===== src/rtl/lcs_pkg.sv =====
// shared constants, types and helper functions for the line centroid steering unit
package lcs_pkg;

   // row geometry
   localparam int ROW_WIDTH = 320;
   localparam int COL_W     = $clog2(ROW_WIDTH + 1);
   localparam int CNT_W     = COL_W;
   localparam int SUM_RAW_W = $clog2(ROW_WIDTH * (ROW_WIDTH - 1) / 2 + 1);
   localparam int SUM_W     = (SUM_RAW_W < 2) ? 2 : SUM_RAW_W;
   localparam int STEP_W    = $clog2(SUM_W);

   // arithmetic widths
   localparam int WIDE_W    = (COL_W > 9) ? COL_W : 9;
   localparam int ERR_W     = WIDE_W + 1;
   localparam int GAIN_W    = 10;
   localparam int PROD_W    = WIDE_W + GAIN_W;
   localparam int MAG_W     = PROD_W - 8;
   localparam int SPD_W     = MAG_W + 2;

   // register port
   localparam int CSR_IDX_W  = 3;
   localparam int CSR_DATA_W = 10;

   localparam logic [CSR_IDX_W-1:0] REG_WHITE_THRESHOLD = 3'd0;
   localparam logic [CSR_IDX_W-1:0] REG_MIN_LINE_PIXELS = 3'd1;
   localparam logic [CSR_IDX_W-1:0] REG_CENTER_COLUMN   = 3'd2;
   localparam logic [CSR_IDX_W-1:0] REG_GAIN_Q8         = 3'd3;
   localparam logic [CSR_IDX_W-1:0] REG_BASE_SPEED      = 3'd4;
   localparam logic [CSR_IDX_W-1:0] REG_REVERSE_SPEED   = 3'd5;

   // register reset values
   localparam logic [7:0]        RST_WHITE_THRESHOLD = 8'd105;
   localparam logic [8:0]        RST_MIN_LINE_PIXELS = 9'd15;
   localparam logic [8:0]        RST_CENTER_COLUMN   = 9'd160;
   localparam logic [GAIN_W-1:0] RST_GAIN_Q8         = 10'd230;
   localparam logic [8:0]        RST_BASE_SPEED      = 9'd35;
   localparam logic [8:0]        RST_REVERSE_SPEED   = 9'h1DD;

   // drive mode codes
   localparam logic [1:0] MODE_REVERSE = 2'd0;
   localparam logic [1:0] MODE_LEFT    = 2'd1;
   localparam logic [1:0] MODE_RIGHT   = 2'd2;
   localparam logic [1:0] MODE_HOLD    = 2'd3;

   localparam logic signed [SPD_W-1:0] SPD_MAX = SPD_W'(255);
   localparam logic signed [SPD_W-1:0] SPD_MIN = -SPD_W'(255);

   // controller states
   typedef enum logic [1:0] {
      ST_ACCUM,
      ST_DIVIDE,
      ST_MULTIPLY,
      ST_LOAD
   } lcs_state_type;

   // controller to datapath
   typedef struct packed {
      logic accept;
      logic row_done;
      logic div_step;
      logic mul_load;
      logic out_load;
   } lcs_cmd_type;

   // datapath to controller
   typedef struct packed {
      logic div_last;
   } lcs_status_type;

   // clamp a speed sum to plus or minus 255
   function automatic logic signed [8:0] sat_speed(input logic signed [SPD_W-1:0] v);
      logic signed [8:0] r;
      if (v > SPD_MAX) begin
         r = 9'sd255;
      end else if (v < SPD_MIN) begin
         r = -9'sd255;
      end else begin
         r = v[8:0];
      end
      return r;
   endfunction

   // cap a count or column at 511 for the 9-bit outputs
   function automatic logic [8:0] cap511(input logic [WIDE_W-1:0] v);
      logic [8:0] r;
      if (v > WIDE_W'(511)) begin
         r = 9'd511;
      end else begin
         r = v[8:0];
      end
      return r;
   endfunction

endpackage


===== src/rtl/line_centroid_steering_unit.sv =====
// Pixels are taken one per cycle while accumulating; the last pixel of a row starts a bit-serial
// divide (one bit per sum bit), then a multiply state and a load state.
// The load state writes the result into the output register once the output is free.
// Input is stalled from the row's last pixel until that load, so no new row is taken meanwhile.
// Synchronous active-high reset clears accumulators, controller and output valid,
// and loads the settings registers with their default values.
module line_centroid_steering_unit (
   input  logic                           clock,
   input  logic                           reset,
   input  logic                           csr_write_en,
   input  logic [lcs_pkg::CSR_IDX_W-1:0]  csr_index,
   input  logic [lcs_pkg::CSR_DATA_W-1:0] csr_data,
   input  logic                           req_valid,
   output logic                           req_stall,
   input  logic [7:0]                     req_pixel_value,
   input  logic                           req_row_end,
   output logic                           rsp_valid,
   input  logic                           rsp_stall,
   output logic [1:0]                     rsp_drive_mode,
   output logic signed [8:0]              rsp_left_speed,
   output logic signed [8:0]              rsp_right_speed,
   output logic [8:0]                     rsp_line_column,
   output logic [8:0]                     rsp_line_count
);

   lcs_pkg::lcs_cmd_type    cmd;
   lcs_pkg::lcs_status_type status;

   // sequencing
   lcs_ctrl u_ctrl (
      .clock       (clock),
      .reset       (reset),
      .req_valid   (req_valid),
      .req_row_end (req_row_end),
      .req_stall   (req_stall),
      .rsp_valid   (rsp_valid),
      .rsp_stall   (rsp_stall),
      .cmd         (cmd),
      .status      (status)
   );

   // arithmetic and storage
   lcs_datapath u_datapath (
      .clock           (clock),
      .reset           (reset),
      .csr_write_en    (csr_write_en),
      .csr_index       (csr_index),
      .csr_data        (csr_data),
      .req_pixel_value (req_pixel_value),
      .cmd             (cmd),
      .status          (status),
      .rsp_drive_mode  (rsp_drive_mode),
      .rsp_left_speed  (rsp_left_speed),
      .rsp_right_speed (rsp_right_speed),
      .rsp_line_column (rsp_line_column),
      .rsp_line_count  (rsp_line_count)
   );

endmodule


===== src/rtl/lcs_ctrl.sv =====
// controller state machine sequencing accumulate, divide, multiply and result load
module lcs_ctrl (
   input  logic                   clock,
   input  logic                   reset,
   input  logic                   req_valid,
   input  logic                   req_row_end,
   output logic                   req_stall,
   output logic                   rsp_valid,
   input  logic                   rsp_stall,
   output lcs_pkg::lcs_cmd_type    cmd,
   input  lcs_pkg::lcs_status_type status
);

   lcs_pkg::lcs_state_type state_ff, state_in;
   logic rsp_valid_ff, rsp_valid_in;

   // state and output valid registers
   always_ff @(posedge clock) begin
      if (reset) begin
         state_ff     <= lcs_pkg::ST_ACCUM;
         rsp_valid_ff <= 1'b0;
      end else begin
         state_ff     <= state_in;
         rsp_valid_ff <= rsp_valid_in;
      end
   end

   // next state and commands
   always_comb begin
      state_in     = state_ff;
      cmd          = '0;
      req_stall    = 1'b1;
      rsp_valid_in = rsp_valid_ff;
      if (rsp_valid_ff && !rsp_stall) begin
         rsp_valid_in = 1'b0;
      end
      case (state_ff)
         lcs_pkg::ST_ACCUM: begin
            req_stall  = 1'b0;
            cmd.accept = req_valid;
            if (req_valid && req_row_end) begin
               cmd.row_done = 1'b1;
               state_in     = lcs_pkg::ST_DIVIDE;
            end
         end
         lcs_pkg::ST_DIVIDE: begin
            cmd.div_step = 1'b1;
            if (status.div_last) begin
               state_in = lcs_pkg::ST_MULTIPLY;
            end
         end
         lcs_pkg::ST_MULTIPLY: begin
            cmd.mul_load = 1'b1;
            state_in     = lcs_pkg::ST_LOAD;
         end
         lcs_pkg::ST_LOAD: begin
            // wait until the output register is empty or being emptied
            if (!rsp_valid_ff || !rsp_stall) begin
               cmd.out_load = 1'b1;
               rsp_valid_in = 1'b1;
               state_in     = lcs_pkg::ST_ACCUM;
            end
         end
         default: begin
            state_in = lcs_pkg::ST_ACCUM;
         end
      endcase
   end

   assign rsp_valid = rsp_valid_ff;

endmodule


===== src/rtl/lcs_datapath.sv =====
// datapath: settings registers, row accumulators, serial divider, gain multiply, result register
module lcs_datapath (
   input  logic                              clock,
   input  logic                              reset,
   input  logic                              csr_write_en,
   input  logic [lcs_pkg::CSR_IDX_W-1:0]     csr_index,
   input  logic [lcs_pkg::CSR_DATA_W-1:0]    csr_data,
   input  logic [7:0]                        req_pixel_value,
   input  lcs_pkg::lcs_cmd_type              cmd,
   output lcs_pkg::lcs_status_type           status,
   output logic [1:0]                        rsp_drive_mode,
   output logic signed [8:0]                 rsp_left_speed,
   output logic signed [8:0]                 rsp_right_speed,
   output logic [8:0]                        rsp_line_column,
   output logic [8:0]                        rsp_line_count
);

   // settings registers
   logic [7:0]                       threshold_ff;
   logic [8:0]                       min_pixels_ff;
   logic [8:0]                       center_ff;
   logic [lcs_pkg::GAIN_W-1:0]       gain_ff;
   logic signed [8:0]                base_ff;
   logic signed [8:0]                reverse_ff;

   // row accumulators
   logic [lcs_pkg::COL_W-1:0]        column_ff, column_in;
   logic [lcs_pkg::SUM_W-1:0]        sum_ff, sum_in;
   logic [lcs_pkg::CNT_W-1:0]        count_ff, count_in;

   // divider
   logic [lcs_pkg::SUM_W-1:0]        quo_ff, quo_in;
   logic [lcs_pkg::CNT_W-1:0]        rem_ff, rem_in;
   logic [lcs_pkg::CNT_W-1:0]        div_ff;
   logic [lcs_pkg::STEP_W-1:0]       step_ff, step_in;
   logic [lcs_pkg::CNT_W:0]          rem_shift;

   // multiply stage
   logic [lcs_pkg::WIDE_W-1:0]       col_wide;
   logic signed [lcs_pkg::ERR_W-1:0] err;
   logic [lcs_pkg::ERR_W-1:0]        err_abs;
   logic [lcs_pkg::PROD_W-1:0]       product;
   logic [lcs_pkg::MAG_W-1:0]        mag_ff;
   logic                             err_neg_ff;
   logic                             lost_ff;
   logic [8:0]                       col_out_ff;
   logic [8:0]                       cnt_out_ff;

   // result stage
   logic signed [lcs_pkg::SPD_W-1:0] base_ext;
   logic signed [lcs_pkg::SPD_W-1:0] boost;
   logic [1:0]                       mode_in;
   logic signed [8:0]                left_in, right_in;

   logic [1:0]                       mode_ff;
   logic signed [8:0]                left_ff, right_ff;
   logic [8:0]                       line_col_ff, line_cnt_ff;

   logic                             hit;
   logic                             in_row;

   // settings writes
   always_ff @(posedge clock) begin
      if (reset) begin
         threshold_ff  <= lcs_pkg::RST_WHITE_THRESHOLD;
         min_pixels_ff <= lcs_pkg::RST_MIN_LINE_PIXELS;
         center_ff     <= lcs_pkg::RST_CENTER_COLUMN;
         gain_ff       <= lcs_pkg::RST_GAIN_Q8;
         base_ff       <= lcs_pkg::RST_BASE_SPEED;
         reverse_ff    <= lcs_pkg::RST_REVERSE_SPEED;
      end else if (csr_write_en) begin
         case (csr_index)
            lcs_pkg::REG_WHITE_THRESHOLD: threshold_ff  <= csr_data[7:0];
            lcs_pkg::REG_MIN_LINE_PIXELS: min_pixels_ff <= csr_data[8:0];
            lcs_pkg::REG_CENTER_COLUMN:   center_ff     <= csr_data[8:0];
            lcs_pkg::REG_GAIN_Q8:         gain_ff       <= csr_data;
            lcs_pkg::REG_BASE_SPEED:      base_ff       <= csr_data[8:0];
            lcs_pkg::REG_REVERSE_SPEED:   reverse_ff    <= csr_data[8:0];
            default: ;
         endcase
      end
   end

   // accumulate one pixel, pixels past the row width are ignored
   always_comb begin
      in_row    = column_ff < lcs_pkg::COL_W'(lcs_pkg::ROW_WIDTH);
      hit       = in_row && (req_pixel_value > threshold_ff);
      column_in = column_ff;
      sum_in    = sum_ff;
      count_in  = count_ff;
      if (cmd.accept && in_row) begin
         column_in = column_ff + lcs_pkg::COL_W'(1);
         if (hit) begin
            sum_in   = sum_ff + lcs_pkg::SUM_W'(column_ff);
            count_in = count_ff + lcs_pkg::CNT_W'(1);
         end
      end
   end

   always_ff @(posedge clock) begin
      if (reset) begin
         column_ff <= '0;
         sum_ff    <= '0;
         count_ff  <= '0;
      end else if (cmd.row_done) begin
         column_ff <= '0;
         sum_ff    <= '0;
         count_ff  <= '0;
      end else begin
         column_ff <= column_in;
         sum_ff    <= sum_in;
         count_ff  <= count_in;
      end
   end

   // restoring divider, one quotient bit per cycle
   always_comb begin
      rem_shift = {rem_ff, quo_ff[lcs_pkg::SUM_W-1]};
      if (rem_shift >= {1'b0, div_ff}) begin
         rem_in = lcs_pkg::CNT_W'(rem_shift - {1'b0, div_ff});
         quo_in = {quo_ff[lcs_pkg::SUM_W-2:0], 1'b1};
      end else begin
         rem_in = rem_shift[lcs_pkg::CNT_W-1:0];
         quo_in = {quo_ff[lcs_pkg::SUM_W-2:0], 1'b0};
      end
      step_in = step_ff + lcs_pkg::STEP_W'(1);
   end

   assign status.div_last = step_ff == lcs_pkg::STEP_W'(lcs_pkg::SUM_W - 1);

   always_ff @(posedge clock) begin
      if (reset) begin
         step_ff <= '0;
      end else if (cmd.row_done) begin
         step_ff <= '0;
      end else if (cmd.div_step) begin
         step_ff <= step_in;
      end
   end

   always_ff @(posedge clock) begin
      if (cmd.row_done) begin
         quo_ff <= sum_in;
         div_ff <= count_in;
         rem_ff <= '0;
      end else if (cmd.div_step) begin
         quo_ff <= quo_in;
         rem_ff <= rem_in;
      end
   end

   // error against the centre column and gain product
   always_comb begin
      if (div_ff == '0) begin
         col_wide = '0;
      end else begin
         col_wide = lcs_pkg::WIDE_W'(quo_ff[lcs_pkg::COL_W-1:0]);
      end
      err     = $signed({1'b0, lcs_pkg::WIDE_W'(center_ff)}) - $signed({1'b0, col_wide});
      err_abs = err[lcs_pkg::ERR_W-1] ? lcs_pkg::ERR_W'(-err) : lcs_pkg::ERR_W'(err);
      product = err_abs[lcs_pkg::WIDE_W-1:0] * gain_ff;
   end

   always_ff @(posedge clock) begin
      if (cmd.mul_load) begin
         mag_ff     <= product[lcs_pkg::PROD_W-1:8];
         err_neg_ff <= err[lcs_pkg::ERR_W-1];
         lost_ff    <= lcs_pkg::WIDE_W'(div_ff) < lcs_pkg::WIDE_W'(min_pixels_ff);
         col_out_ff <= lcs_pkg::cap511(col_wide);
         cnt_out_ff <= lcs_pkg::cap511(lcs_pkg::WIDE_W'(div_ff));
      end
   end

   // mode and saturated speeds
   always_comb begin
      base_ext = lcs_pkg::SPD_W'(base_ff);
      boost    = base_ext + $signed({2'b00, mag_ff});
      if (lost_ff) begin
         mode_in  = lcs_pkg::MODE_REVERSE;
         left_in  = lcs_pkg::sat_speed(lcs_pkg::SPD_W'(reverse_ff));
         right_in = left_in;
      end else if (mag_ff == '0) begin
         mode_in  = lcs_pkg::MODE_HOLD;
         left_in  = lcs_pkg::sat_speed(base_ext);
         right_in = left_in;
      end else if (err_neg_ff) begin
         mode_in  = lcs_pkg::MODE_RIGHT;
         left_in  = lcs_pkg::sat_speed(boost);
         right_in = lcs_pkg::sat_speed(base_ext);
      end else begin
         mode_in  = lcs_pkg::MODE_LEFT;
         left_in  = lcs_pkg::sat_speed(base_ext);
         right_in = lcs_pkg::sat_speed(boost);
      end
   end

   // result register
   always_ff @(posedge clock) begin
      if (cmd.out_load) begin
         mode_ff     <= mode_in;
         left_ff     <= left_in;
         right_ff    <= right_in;
         line_col_ff <= col_out_ff;
         line_cnt_ff <= cnt_out_ff;
      end
   end

   assign rsp_drive_mode  = mode_ff;
   assign rsp_left_speed  = left_ff;
   assign rsp_right_speed = right_ff;
   assign rsp_line_column = line_col_ff;
   assign rsp_line_count  = line_cnt_ff;

endmodule

===== config.mk =====
export PLATFORM = sky130hd
export DESIGN_NAME = line_centroid_steering_unit
export DESIGN_NICKNAME = d
export VERILOG_FILES = /design/src/rtl/lcs_pkg.sv /design/src/rtl/line_centroid_steering_unit.sv /design/src/rtl/lcs_ctrl.sv /design/src/rtl/lcs_datapath.sv
export SDC_FILE = /design/constraint.sdc
export NUM_CORES = 1
export LEC_CHECK = 0
export ABC_AREA = 1
export BUFFER_PORTS_ARGS = -buffer_cell sky130_fd_sc_hd__buf_4
export CORE_AREA = 2 2 174 193
export CTS_CLUSTER_DIAMETER = 30
export DETAILED_ROUTE_END_ITERATION = 10
export DIE_AREA = 0 0 176 195
export SLEW_MARGIN = 20
export SYNTH_ARGS = -nofsm -noshare
export SYNTH_HDL_FRONTEND = slang
export SYNTH_SLANG_ARGS = --single-unit

===== constraint.sdc =====
create_clock -name clock -period 13.1 [get_ports clock]
set_clock_uncertainty 0.1 [all_clocks]
set_input_delay 0.655 -clock clock [delete_from_list [all_inputs] [get_ports clock]]
set_output_delay 0.655 -clock clock [all_outputs]
set_load 0.1 [all_outputs]

==> impl_metrics.toml, run 1 <==
[status]
run_status = "completed"

[job]
drv_cap = 0

[floorplanning]
initial_utilization = 0.398
placeableCoreArea_sq_um = 32200
ioPinCount = 67
fp.dieW_um = 176
floorplan.die_area_sq_um = 34300
rows = 69
die_height_um = 195

[placement]
place.port_buffers = 66
pre_cts_ws_ns = 5.95
dp_hpwl_um = 24600
globalplace.congestion = 0.916

[timing]
finalHoldViolations = 0
setup_tns_ns = 0
maxClockFrequency_ghz = 0.140
final.min_clock_period_ns = 7.15
final_max_slew_viol_count = 0
finalSetupViolCount = 0
worst_pin_slew_ns = 0.990
grt_setup_unrepaired = "false"
relative_slew_margins = 0.335
layout_worst_path_cycle_share = 0.546
fin_ws_ns = 5.95

[global_routing]
gr-usage-met1 = 0.250
globalRouteMet2Util = 0.323
first_global_vias = 9962
busiest_layer = "met2"
grt_max_degree = 51
antenna_found_initial = 0
grt.met3_usage = 0.0257
gr-usage-all-layers = 0.188
globalRouteOverflowTotal = 0
global_route_wire_length_before_repair_um = 51100

[layout]
diodes = 0
post_route_cells_drive_above_1_share = 0.0803
synthToLayoutAreaGrowth_pct = 12.2
final_core_util = 0.447
layout.filler_cells = 3165
finalNetCount = 1809

[detailed_routing]
detail_route.wl_per_cell_um = 15.2
dr.first_iter.drc_count = 585
first_pass_iters = 5
avgViaCountPerCell = 4.93
ant_nets = 0
via_count = 10100
drc = 0
routed_wl_um = 31200

[clock_network]
cts-root-to-sink-buffers = 2
clock_sink_count = 198
clock_insertion_delay_worst_skew_ns = 0.45
cts-root-buf = "sky130_fd_sc_hd__clkbuf_16"
tritoncts = "built"
htreeDepth = 4
cts_repair_resize_count = 0
ctsHoldBuffers = 0
cts_inserted_buffers = 17
clkSlewWorstSetupHoldPaths_ns = 0.08
postCtsSetupBuffers = 0

[synthesis]
synth_top_area_share = 0.220
synth_top_cells_by_area = "sky130_fd_sc_hd__edfxtp_1, sky130_fd_sc_hd__dfxtp_1, sky130_fd_sc_hd__ha_1"
synthesis.nets = 1746
most_common_cell_in_the_synthesized_netlist = "sky130_fd_sc_hd__nand2_1"
synthesis.instances = 1556
leading_cell_types_by_count_after_synthesis = "sky130_fd_sc_hd__nand2_1, sky130_fd_sc_hd__inv_1, sky130_fd_sc_hd__nor2_1"
synthDominantAreaCellType = "sky130_fd_sc_hd__edfxtp_1"
yosys_warnings = 0
synth.distinct_cells = 52
synth-main-ff-cell = "sky130_fd_sc_hd__dfxtp_1"
synth-seq-area-share = 0.382
synth_edf_count = 94
synth-async-reset-ratio = 0
ys_ff_latch = 198
netlist_area_sq_um = 12800
synthesis.area_per_instance_sq_um = 8.24

[min_path]
hp-class = "register to register"

[setup_path]
critPathLaunchType = "register"
critical_path.reg2reg.endpoint = "u_datapath.mag_ff[9]$_DFFE_PP_"
critical_path_required_ns = 13.20
cp_slowest_cell = "sky130_fd_sc_hd__fa_1"
r2r_cells = 29
critical_path_max_stage_delay_ns = 0.54
reg2reg_slack_ns = 5.95
path_common_cell = "sky130_fd_sc_hd__nand2_1"
cp-startpoint = "u_datapath.div_ff[1]$_DFFE_PP_"
critical_path.endpoint = "u_datapath.mag_ff[9]$_DFFE_PP_"
rr_startpoint = "u_datapath.div_ff[1]$_DFFE_PP_"
cp_max_fo = 7
timing.critical_path.to_type = "register"
timing.critical_path.arrival_ns = 7.25
worst-setup-path-type = "register to register"
[area by class of cell]
class / count / area, sq um / share of cell area
Tap cell: 426 / 533 / 0.0370
Clock buffer: 18 / 429 / 0.0298
Multi-Input combinational cell: 1067 / 6830 / 0.475
Sequential cell: 198 / 4900 / 0.341
Clock inverter: 14 / 160 / 0.0111
Timing Repair Buffer: 72 / 541 / 0.0376
Inverter: 263 / 987 / 0.0686
[per-layer routing]
metal,share of wire,vias up
met5,0,-
met4,0.018,0
met3,0.035,34
met2,0.48,185
met1,0.47,4768
li1,-,5156
[worst min-delay path by stage]
stage / to / depth (start not counted) / start / slack (ns)
global route: u_datapath.rsp_line_count[1]$_DFFE_PP_ / 0 / u_datapath.cnt_out_ff[1]$_SDFFCE_PN1P_ / 0.34
floorplan: u_datapath.rsp_line_column[0]$_DFFE_PP_ / 0 / u_datapath.col_out_ff[0]$_SDFFCE_PN1P_ / 0.30
global placement: u_datapath.rsp_line_column[7]$_DFFE_PP_ / 0 / u_datapath.col_out_ff[7]$_SDFFCE_PN1P_ / 0.30
CTS: u_datapath.rsp_line_count[3]$_DFFE_PP_ / 0 / u_datapath.cnt_out_ff[3]$_SDFFCE_PN1P_ / 0.33
finish: u_datapath.rsp_line_count[3]$_DFFE_PP_ / 0 / u_datapath.cnt_out_ff[3]$_SDFFCE_PN1P_ / 0.32
detailed placement: u_datapath.rsp_line_count[3]$_DFFE_PP_ / 0 / u_datapath.cnt_out_ff[3]$_SDFFCE_PN1P_ / 0.31
[per-stage QoR]
stage	cells	hold WS, ns	area (sq um)
final	2058	0.322	14400
after global routing	2058	0.337	14400
after CTS	2058	0.325	14400
after detailed placement	2026	0.306	13800
after global placement	2026	0.304	13800
after floorplan	1556	0.300	12800
[registers in the layout (all words and copies together) (netlist names), 9 cells and up]
name / cells
u_datapath.sum_ff: 16
u_datapath.reverse_ff: 9
u_datapath.div_ff: 9
u_datapath.mag_ff: 11
u_datapath.column_ff: 9
u_datapath.rsp_right_speed: 9
u_datapath.rsp_line_count: 9
u_datapath.col_out_ff: 9
u_datapath.quo_ff: 16
u_datapath.center_ff: 9
u_datapath.gain_ff: 10
u_datapath.rem_ff: 9
u_datapath.min_pixels_ff: 9
u_datapath.cnt_out_ff: 9
u_datapath.rsp_left_speed: 9
u_datapath.count_ff: 9
u_datapath.base_ff: 9
u_datapath.rsp_line_column: 9
[cell usage in the layout (no fill, tap or decap), drive strengths merged, types with 3 or more instances in the layout]
master / count
nand2: 339
inv: 267
nor2: 159
dfxtp: 104
ha: 103
o21ai: 98
a21oi: 95
edfxtp: 94
buf: 72
nand3: 68
fa: 60
xor2: 32
clkbuf: 18
nor3: 16
xnor2: 14
nand4: 12
o211ai: 11
clkinv: 8
or2: 7
o21bai: 6
a21o: 6
nor4: 6
o22ai: 5
a211oi: 4
nand3b: 3
a32o: 3
a21boi: 3
[cells by family after synthesis]
| kind of cell | synth area share |
|---|---|
| buffers and inverters | 0.0858 |
| muxes | 0.000780 |
| xor gates and xnor gates | 0.0332 |
| adders and majority gates | 0.194 |
| AOI/OAI and AO/OA | 0.103 |
| DFF | 0.382 |
| and+or+nand+nor | 0.201 |
[critical path, delay by kind of cell, from the launching register on]
family / cells / cell delay [ns]
buffers and inverters: 4 / 0.44
and+or+nand+nor: 11 / 1.60
AOI/OAI and AO/OA: 7 / 1.28
DFF: 1 / 0.49
adders and majority gates: 6 / 2.70
xor gates and xnor gates: 1 / 0.30
Power of run 1 is not shown: default switching activity piles up to over one toggle a cycle in this logic, so the estimate is an artifact.
==> run 2: changes to the inputs <==
Clock period 13.1 ns to 5.8 ns, I/O delays scaled along.
==> run 2 against run 1 <==
Core utilization increased by 4.9 points. Hold slack worse by 0.30 ns. Critical path type unchanged. First-iteration DRC count is 12% lower. Wire length is 3.9% higher. Design area increased by 11%. The run now ends with setup timing left. Via count increased by 4.1%. Global-route usage is 0.58 points higher. Die area unchanged. Fmax rose by 11%. Count of clock-buffer cells in the layout fell by 1. Critical path depth up 4.
==> impl_metrics.toml, run 2 (synthesis gave the netlist of run 1 again) <==
[layout]
synthToLayoutAreaGrowth_pct = 24.4
seq_area_sq_um = 4900
most-common-layout-cells = "sky130_fd_sc_hd__nand2_1, sky130_fd_sc_hd__inv_1, sky130_fd_sc_hd__buf_4"
final_cells = 2166
multiInputGateArea_sq_um = 7480
finalNetCount = 1917
diodes = 0
layout.cells.most_common = "sky130_fd_sc_hd__nand2_1"
layout.filler_cells = 3008
post_route_cells_drive_above_1_share = 0.204
layout_top_registers = "u_datapath.quo_ff: 16 flops, u_datapath.sum_ff: 16 flops, u_datapath.mag_ff: 11 flops"

[global_routing]
grt.met3_usage = 0.0298
globalRouteMet2Util = 0.343
busiest_layer = "met2"
global_route_wire_length_before_repair_um = 52800
gr-usage-met1 = 0.240
first_global_vias = 10600
grt_max_degree = 51
antenna_found_initial = 0
globalRouteOverflowTotal = 0
gr-usage-all-layers = 0.194

[floorplanning]
rows = 69
fp.dieW_um = 176
ioPinCount = 67
floorplan.die_area_sq_um = 34300
die_height_um = 195
placeableCoreArea_sq_um = 32200
initial_utilization = 0.398

[placement]
cells_after_dpl = 2120
globalplace.congestion = 0.904
dp_hpwl_um = 25000
place.port_buffers = 66
pre_cts_ws_ns = -0.653

[clock_network]
htreeDepth = 4
tritoncts = "built"
cts-root-buf = "sky130_fd_sc_hd__clkbuf_16"
cts-root-to-sink-buffers = 2
ctsHoldBuffers = 0
cts_inserted_buffers = 17
clkSlewWorstSetupHoldPaths_ns = 0.09
clock_insertion_delay_worst_skew_ns = 0.45
clock_sink_count = 198

[setup_path]
timing.critical_path.arrival_ns = 6.55
cp_slowest_cell = "sky130_fd_sc_hd__fa_1"
critPathBufInv = 7
critical_path_depth = 33
rr_startpoint = "u_datapath.div_ff[6]$_DFFE_PP_"
path_common_cell = "sky130_fd_sc_hd__inv_2"
critical_path.reg2reg.endpoint = "u_datapath.mag_ff[7]$_DFFE_PP_"
critical_path_required_ns = 5.91
critical_path_max_stage_delay_ns = 0.49
cp_max_fo = 4
worst-setup-path-type = "register to register"
critPathLaunchType = "register"
cp_top_family = "adder cells"
reg2reg_slack_ns = -0.64
cp-startpoint = "u_datapath.div_ff[6]$_DFFE_PP_"
timing.critical_path.to_type = "register"
r2r_cells = 33

[timing]
maxClockFrequency_ghz = 0.155
layout_worst_path_cycle_share = 1.11
fin_ws_ns = -0.641
finalSetupViolCount = 11
grt_setup_unrepaired = "true"
finalHoldViolations = 0
relative_slew_margins = 0.410
worst_pin_slew_ns = 0.878
final_max_slew_viol_count = 0
final.min_clock_period_ns = 6.44

[detailed_routing]
avgViaCountPerCell = 4.87
drc = 0
routed_wl_um = 32400
via_count = 10600
detail_route.wl_per_cell_um = 15.0
ant_nets = 0
first_pass_iters = 5
dr.first_iter.drc_count = 516

[min_path]
hold-path-cell-count = 2
hp-class = "input pin to register"
min_delay_worst_endpoint = "u_ctrl.rsp_valid$_SDFF_PP0_"
hold_start = "reset"

[status]
failing_checks = "setup timing"
run_status = "complete, but fails checks"

[job]
drv_cap = 0
## run 2: cell types whose count changed in the layout (fill, tap and decap cells not counted), sizes merged
| cell | change |
|---|---|
| buf | +108 |
| clkinvlp | -2 |
| bufinv | +1 |
| clkbuf | -1 |
| clkinv | +2 |
## run 2: worst register-to-register path: cells and delay by family (launching register included)
kind / cells / cell delay [ns]
XOR/XNOR: 1 / 0.19
flip-flops: 1 / 0.44
AND/OR/NAND/NOR: 17 / 2.02
buffers and inverters: 7 / 0.52
adder cells (fa/ha/maj): 8 / 2.96
## run 2: stage by stage
step	TNS [ns]	instance area (sq um)	utilization	hold slack (ns)
2_1_floorplan	-1.35	13100	-	0.300
3_3_place_gp	-5.36	14800	0.459	0.303
3_5_place_dp	-6.02	14800	0.459	0.305
4_1_cts	-3.67	15700	0.488	0.00672
5_1_grt	-8.16	16000	0.495	0.00981
6_report	-5.10	16000	0.495	0.0262
## run 2: worst max path at each step
| stage | end |
|---|---|
| final | u_datapath.mag_ff[7]$_DFFE_PP_ |
| after detailed placement | u_datapath.mag_ff[7]$_DFFE_PP_ |
| after CTS | u_datapath.mag_ff[7]$_DFFE_PP_ |
| after global placement | u_datapath.mag_ff[9]$_DFFE_PP_ |
| after floorplan | u_datapath.mag_ff[7]$_DFFE_PP_ |
| after global routing | u_datapath.mag_ff[7]$_DFFE_PP_ |
## run 2: area by class of cell
| class | count | share of cell area |
|---|---|---|
| well taps | 426 | 0.0334 |
| multi-input cells | 1067 | 0.469 |
| inverters | 263 | 0.0625 |
| clock inverters | 15 | 0.0138 |
| flip-flops and latches | 198 | 0.307 |
| repair buffers | 180 | 0.0870 |
| clock buffers | 17 | 0.0267 |
## run 2: per-layer routing
metal,part of all wire,vias to the layer above
met5,0,-
met4,0.031,0
met3,0.032,59
met2,0.50,205
met1,0.44,4923
li1,-,5367
## run 2: timing repair
action / CTS / global route
cloned: 0 / 0
endpoints found under the hold margin: 0 / 0
endpoints found under the setup margin: 11 / 11
buffers inserted: 9 / 6
resized for setup: 50 / 42
pin swaps: 36 / 32
Power of run 2 is left out for the same reason.
